==> src/rtl/ppt_pkg.sv <==
// ============================================================================
// ppt_pkg: shared types and constants for the perceptron trainer
// Sizes, payload structs, register indexes, outcome codes, the control
// group between the trainer and the weight unit, and the arithmetic helpers.
// ============================================================================
package ppt_pkg;

    localparam int MAX_FEATURES = 8;
    localparam int MAX_SAMPLES  = 256;
    localparam int FPOS_W       = $clog2(MAX_FEATURES);
    localparam int SIDX_W       = $clog2(MAX_SAMPLES);
    localparam int SCNT_W       = SIDX_W + 1;
    localparam int ADDR_W       = SIDX_W + FPOS_W;

    localparam logic [1:0] REG_LEARNING_RATE = 2'd0;
    localparam logic [1:0] REG_FEATURE_COUNT = 2'd1;
    localparam logic [1:0] REG_EPOCH_LIMIT   = 2'd2;

    localparam logic [1:0] OUTCOME_CONVERGED = 2'd0;
    localparam logic [1:0] OUTCOME_LIMIT     = 2'd1;
    localparam logic [1:0] OUTCOME_DROPPED   = 2'd2;

    typedef struct packed {
        logic signed [15:0] feature_value;
        logic               class_positive;
        logic               end_of_set;
    } in_item_t;

    typedef struct packed {
        logic signed [31:0] weight_value;
        logic [3:0]         weight_slot;
        logic [1:0]         outcome;
        logic [15:0]        epochs_run;
        logic               last_result;
    } out_item_t;

    // Commands from the sequencer to the weight unit
    typedef struct packed {
        logic              clear;      // zero weights and bias
        logic              acc_start;  // load accumulator with bias << 8
        logic              acc_mac;    // accumulate w[idx] * x
        logic              upd_w;      // update w[idx] with step of x
        logic              upd_b;      // update bias
        logic              pos;        // label of the current sample
        logic [FPOS_W-1:0] idx;
    } wu_ctrl_t;

    function automatic logic signed [31:0] clamp32(input logic signed [33:0] v);
        if (v > 34'sd2147483647) begin
            return 32'sh7FFF_FFFF;
        end else if (v < -34'sd2147483648) begin
            return 32'sh8000_0000;
        end
        return v[31:0];
    endfunction

endpackage

==> src/rtl/ppt_weight_unit.sv <==
// ============================================================================
// ppt_weight_unit: weights, bias and the shared multiply-accumulate unit
// One 32x16 multiplier serves the dot product and the weight step in turn.
// The product is registered before it reaches the accumulator or a weight.
// ============================================================================
module ppt_weight_unit (
    input  logic                            aclk,
    input  logic                            aresetn,
    input  ppt_pkg::wu_ctrl_t               ctrl,
    input  logic signed [15:0]              x,
    input  logic [15:0]                     rate,
    input  logic [ppt_pkg::FPOS_W-1:0]      rd_idx,
    input  logic                            rd_bias,
    output logic signed [31:0]              rd_value,
    output logic                            acc_wrong
);
    logic signed [31:0] w_reg [ppt_pkg::MAX_FEATURES];
    logic signed [31:0] w_next [ppt_pkg::MAX_FEATURES];
    logic signed [31:0] b_reg, b_next;
    logic signed [52:0] acc_reg, acc_next;
    logic signed [47:0] prod_reg, prod_next;
    logic               pmac_reg, pupd_reg, ppos_reg;
    logic [ppt_pkg::FPOS_W-1:0] pidx_reg;
    logic signed [32:0] mul_a;
    logic [31:0]        mag;
    logic signed [33:0] step, wsum, bsum;
    logic [47:0]        pabs;

    // Operand select: weight for dot product, rate for step
    always_comb begin
        mul_a     = ctrl.acc_mac ? {w_reg[ctrl.idx][31], w_reg[ctrl.idx]}
                                 : {17'd0, rate};
        prod_next = 48'(mul_a * x);
    end

    always_comb begin
        pabs = prod_reg[47] ? 48'(-prod_reg) : prod_reg;
        mag  = 32'((pabs + 48'd128) >> 8);
        step = (prod_reg[47] ^ ~ppos_reg) ? -34'(mag) : 34'(mag);
        wsum = 34'(w_reg[pidx_reg]) + step;
        bsum = ppos_reg ? 34'(b_reg) + 34'(rate) : 34'(b_reg) - 34'(rate);
    end

    always_comb begin
        w_next   = w_reg;
        b_next   = b_reg;
        acc_next = acc_reg;
        if (ctrl.clear) begin
            for (int i = 0; i < ppt_pkg::MAX_FEATURES; i++) begin
                w_next[i] = '0;
            end
            b_next = '0;
        end else begin
            if (pupd_reg) begin
                w_next[pidx_reg] = ppt_pkg::clamp32(wsum);
            end
            if (ctrl.upd_b) begin
                b_next = ppt_pkg::clamp32(bsum);
            end
        end
        if (ctrl.acc_start) begin
            acc_next = 53'(b_reg) <<< 8;
        end else if (pmac_reg) begin
            acc_next = acc_reg + 53'(prod_reg);
        end
    end

    always_ff @(posedge aclk) begin
        if (!aresetn) begin
            for (int i = 0; i < ppt_pkg::MAX_FEATURES; i++) begin
                w_reg[i] <= '0;
            end
            b_reg    <= '0;
            pmac_reg <= 1'b0;
            pupd_reg <= 1'b0;
        end else begin
            w_reg    <= w_next;
            b_reg    <= b_next;
            pmac_reg <= ctrl.acc_mac;
            pupd_reg <= ctrl.upd_w;
        end
        acc_reg  <= acc_next;
        prod_reg <= prod_next;
        ppos_reg <= ctrl.pos;
        pidx_reg <= ctrl.idx;
    end

    assign rd_value  = rd_bias ? b_reg : w_reg[rd_idx];
    assign acc_wrong = ctrl.pos ? (acc_reg <= 0) : (acc_reg >= 0);

`ifndef SYNTHESIS
    a_no_mix: assert property (@(posedge aclk) disable iff (!aresetn)
        !(ctrl.acc_mac && ctrl.upd_w)) else $error("mac and update together");
    a_clear_zero: assert property (@(posedge aclk) disable iff (!aresetn)
        ctrl.clear |=> b_reg == 0) else $error("bias not cleared");
    a_upd_follow: assert property (@(posedge aclk) disable iff (!aresetn)
        ctrl.upd_w |=> pupd_reg) else $error("update lost");
`endif
endmodule

==> config.mk <==
export PLATFORM = sky130hd
export DESIGN_NAME = ppt_weight_unit
export DESIGN_NICKNAME = d
export VERILOG_FILES = /design/src/rtl/ppt_pkg.sv /design/src/rtl/ppt_weight_unit.sv
export SDC_FILE = /design/constraint.sdc
export NUM_CORES = 2
export LEC_CHECK = 0
export BUFFER_PORTS_ARGS = -buffer_cell sky130_fd_sc_hd__buf_2
export CELL_PAD_IN_SITES_DETAIL_PLACEMENT = 0
export CELL_PAD_IN_SITES_GLOBAL_PLACEMENT = 1
export CORE_MARGIN = 2
export CORE_UTILIZATION = 40
export CTS_CLUSTER_SIZE = 20
export DETAILED_ROUTE_END_ITERATION = 6
export MAX_ROUTING_LAYER = met4
export PLACE_DENSITY_LB_ADDON = 0.1
export SLEW_MARGIN = 20
export SYNTH_ARGS = -nofsm -noshare
export SYNTH_HDL_FRONTEND = slang
export SYNTH_SLANG_ARGS = --single-unit
==> constraint.sdc <==
create_clock -name aclk -period 18.65 [get_ports aclk]
set_input_delay 0.9325 -clock aclk [delete_from_list [all_inputs] [get_ports aclk]]
set_output_delay 0.9325 -clock aclk [all_outputs]
set_load 0.02 [all_outputs]
Yosys cells after proc, flatten, opt, wreduce, memory -nomap -nowiden:

Cells that the tools add are included.

* register bits: 395
* input bits: 47

* add/sub/neg operators: 7
* magnitude comparators: 10
* multiplexer cells: 36
* multiply operators: 1
* bitwise operators: 6
* reduce and logical (&&, ||, !) cells: 3

Operator list (number)
* 32-bit two-way mux: 16
* 32-bit binary-select mux with 3-bit select: 3
* 256-bit bitwise mux: 1
* 53-bit two-way mux: 2
* 32-bit demux with 3-bit select: 1
* 34-bit by 32-bit greater-than comparator with 1-bit output (second input constant): 2
* 34-bit by 32-bit less-than comparator with 1-bit output (second input constant): 2
* 34-bit two-way mux: 2
* 53-bit by 48-bit adder with 53-bit output: 1
* 53-bit by 1-bit >= comparator with 1-bit output (second input constant): 1
* 53-bit by 1-bit less-or-equal comparator with 1-bit output (second input constant): 1
* 33-bit by 16-bit multiplier with 48-bit output: 1
* 40-bit by 8-bit adder with 40-bit output (second input constant): 1
* 40-bit two-way mux: 1
* 40-bit negation: 1
* 32-bit by 34-bit adder with 34-bit output: 1
* 32-bit negation with 34-bit output: 1
* 32-bit by 17-bit adder with 33-bit output: 1
* 33-bit two-way mux: 1
* 32-bit by 17-bit subtractor with 33-bit output: 1
* 4-bit >= comparator (second input constant): 3
* 3-bit inverter with 4-bit output: 3
* 1-bit two-way mux: 9
* 4-bit by 1-bit less-than comparator with 1-bit output (second input constant): 1
* 5 further kinds: 6

Depth between registers and ports, before layout:

* word-level depth: 15
* gate-level depth with buffers: 36
* depth with buffers taken out: 30

Worst setup path after synthesis:

Ideal clock, no wire load.

* path kind: input port to flip-flop
* start: input port ctrl[0] in the netlist's numbering
* end: register prod_reg[46]
* arrival time: 9.155 ns
* slack: 9.358 ns
* cell stages on the path: 32
* buffers on the path: 3
* cell sequence: clkbuf_1 buf_1 mux4_2 mux2i_1 a21oi_1 clkbuf_1 nand2_1 fa_1 inv_1 fa_1 inv_1 fa_1 inv_1 fa_1 inv_1 fa_1 inv_1 fa_1 ha_1 a21o_1 a21oi_1 o21ai_0 a2111o_1 a31o_2 a221o_1 a31o_2 nor2b_1 o221ai_1 o21a_1 a31o_2 o41ai_1 xor2_1

* word-level cells in the longest chain between the ends: 6

RTL lines
* start, declared: line ppt_weight_unit.sv:9 `input ppt_pkg::wu_ctrl_t ctrl,`
* 3-bit inverter with 4-bit output (implied by the code): line ppt_weight_unit.sv:31 `mul_a = ctrl.acc_mac ? {w_reg[ctrl.idx][31], w_reg[ctrl.idx]}`
* 32-bit binary-select mux with 3-bit select: line ppt_weight_unit.sv:31
* 32-bit two-way mux (implied by the code) (2 in series): line ppt_weight_unit.sv:31
* 33-bit two-way mux: line ppt_weight_unit.sv:31
* 33-bit by 16-bit multiplier with 48-bit output: line ppt_weight_unit.sv:33 `prod_next = 48'(mul_a * x);`
* net prod_next[46]: line ppt_weight_unit.sv:21 `logic signed [47:0] prod_reg, prod_next;`
* end signal, assigned: line ppt_weight_unit.sv:83 `prod_reg <= prod_next;`
* end, declared: line ppt_weight_unit.sv:21

The timed path passes the listed nets, and every way through them passes these cells. The select of a mux whose other input is x is not followed.
A chain may end at the register's enable or synchronous reset.

Final worst setup path:

* start: input port ctrl[0] in the netlist's numbering
* end: register prod_reg[47]

Same word-level chain as after synthesis.

==> reports/metrics.cfg <==
[pwr]
leakage_uw=0.0204
p_sw_share_pct=48.2
p_switching_uw=2650
p_comb_share_pct=60.3
clkPwrFrac_pct=18.7
peakVddDrop_mv=0.132
p_per_area_mw_per_mm2=111
seq_power_share_pct=21.0
p_int_uw=2850

[global_route]
gr-total-overflow=0
grtUsageTotal_pct=27.7
antenna_found_initial=9
grt_max_degree=120
grt_pass1_wl_um=240000
grt_pass1_vias=37800

[cts]
root_buffer=clkbuf_16
cts_resized=0
hold_buffers=0
post-cts-setup-buffer-count=0
cts_max_path_buffers=3
cts.sinks=395
tritoncts=yes
cts_inserted_buffers=48
cts.clk_slew.worst_paths_ps=60
h-tree-depth=2
worstSkewPairLatency_ps=630

[finish]
drive_gt1_share_pct=11.4
antenna_cells=0
largest_reg_flops=256
fin_util_pct=43.4
nets=5748
area_delta_synth_final_pct=7.68
nFillCells=11200
postLayoutCellArea_mm2=0.0494

[routing]
postRouteAntennaNets=0
viasPerCell=5.73
drtIter0Drc=3127
dr_total_vias=37400
avgRoutedWirePerCell_um=24.1
drtPass1Iterations=5
routed_wl_um=157000
drcViolationCount=0

[floorplan]
ioPinCount=80
die_h_um=343
fp.dieW_um=343
coreArea_mm2=0.114
fp-row-count=124
start_util_pct=40.3
dieArea_mm2=0.118

[logic_synthesis]
syn_nets=5854
synthFlopType=dfxtp_1
synth_fa_ha_area_share_pct=27.8
yosys-mux-area-fraction_pct=12.0
yosys-top-cells-area=fa_1, dfxtp_1, mux4_2
synth_top_area_share_pct=21.3
synth-seq-cells=395
synth-xor-area-share_pct=4.65
syn_avg_cell_area_um2=9.03
yosysTopAreaCell=fa_1
ys.warnings.count=0
synth.distinct_cells=93
ys_seq_area_share_pct=18.2
synth-compound-area-share_pct=15.9
synthCells=5083
synth_edf_count=45
netlist_area_mm2=0.0459
synth_top_family_by_area=adder cells
synth-simple-area-share_pct=14.6
async_reset_ff_share_pct=0

[timing]
setup_tns_ps=0
slew_viol_final=0
hold_viol=0
setup_ws_ps=8500
fin_crit_sh_pct=54.4
fin_skew_ps=21.3
rsz0062_at_grt=no
final.min_clock_period_ps=10150
max_freq_ghz=0.0985
whs_ps=483
setup_viol=0
slew-limit-headroom_pct=14.7
tightestPinTransition_ps=1240

[placement]
pre_cts_slack_ps=7870
dp_hpwl_um=115000
gp_congestion=0.892
io_buffers=79
dpl_cell_area_mm2=0.0477

[worst_hold_path]
whs_path_depth=1
hp-class=input port to flip-flop

[worst_setup_path]
max_stage_delay_ps=650
critPathArrivalTime_ps=10650
worstPathRequired_ps=19150
critPathKind=input port to flip-flop
slowest_stage=buf_4
critPathLaunchType=input port
worstPathMaxFanout=39
critical_path.endpoint_type=flip-flop
critPathMostFrequentCell=fa_1
ff2ff_path_depth=29

[run_status]
status=finished, final reports clean

[run]
cap_violations=0

[worst max-delay path: cells and delay by family]
family	cells	cell delay, ps
fa+ha+maj	7	3330
mux	2	1000
simple gates	6	1000
buf+inv	7	1760
compound gates	8	2580
[per-layer routing]
metal  GRT usage (%)  up-vias  wire [µm]
met1            38.4    19000      71500
li1                -    17300          -
met4            5.03        0       2740
met3            3.21      140       8930
met5               -        -          0
met2            44.1      990      74100
[logic make-up after synthesis]
group,Yosys count
multiplexers,304
XOR/XNOR,244
flip-flops,395
buffers and inverters,830
AND/OR/NAND/NOR,1353
adder cells (fa/ha/maj),726
AO/OA/AOI/OAI,1231
[through the flow]
stage / std cells / power [µW]
final: 6529 / 5500
after global routing: 6529 / 5950
after floorplan: 5083 / 3520
after CTS: 6529 / 5540
after global placement: 6439 / 4500
after detailed placement: 6439 / 4490
[placed cells by master (no fill, tap or decap), types with 32 or more instances in the layout]
master and n:
inv_1 526, nand2_1 504, fa_1 489, a21oi_1 422, o21ai_0 398, dfxtp_1 346, ha_1 235, mux4_2 192
nor2_1 186, and2_1 184, xnor2_1 155, xor2_1 88, a21o_1 86, nor2b_1 82, mux2i_1 75, buf_2 75
nand3_1 73, buf_4 72, nand2b_1 58, nor3_1 57, clkbuf_16 49, edfxtp_1 45, and3_1 37, mux2_2 35
o21a_1 34, a21oi_2 32, o21bai_1 32
[power groups by stage]
stage	logic [µW]	registers, µW	clock network (µW)
2_1_floorplan	2490	1020	0
3_3_place_gp	3330	1170	0
3_5_place_dp	3320	1170	0
4_1_cts	3340	1150	1050
5_1_grt	3710	1160	1080
6_report	3320	1160	1030
[area by class of cell]
type	count	area (µm²)	share of cell area, %
multi-input cells	3858	34600	69.9
flip-flops and latches	395	8370	16.9
inverters	527	1980	4.00
well taps	1512	1890	3.83
clock buffers	64	1380	2.80
repair buffers	147	916	1.85
clock inverters	26	329	0.666
[path summary, 6_finish.rpt]
kind                                               from                 endpoint  slack (ps)
worst max-delay path                            ctrl[0]     prod_reg[47]$_DFF_P_        8500
worst min-delay path                            ctrl[3]         ppos_reg$_DFF_P_         480
worst max register to register     prod_reg[47]$_DFF_P_    w_reg[2]$_SDFFE_PP0P_        8730
worst min register to register  w_reg[127]$_SDFFE_PP0P_  w_reg[127]$_SDFFE_PP0P_         490
[Yosys cell counts, drive strengths merged, types with 28 or more instances]
cell type,count
fa,489
a21oi,457
buf,42
a21o,86
o21a,34
nand3,75
nor3,61
nand2b,58
ha,235
mux4,192
and3,37
mux2,35
nand2,504
edfxtp,45
clkbuf,261
or2,30
nor4,28
o21bai,32
inv,526
o21ai,419
and2,184
xnor2,155
mux2i,77
nor2,192
dfxtp,350
xor2,89
nor2b,84
Power figures use the tool's default switching activity.
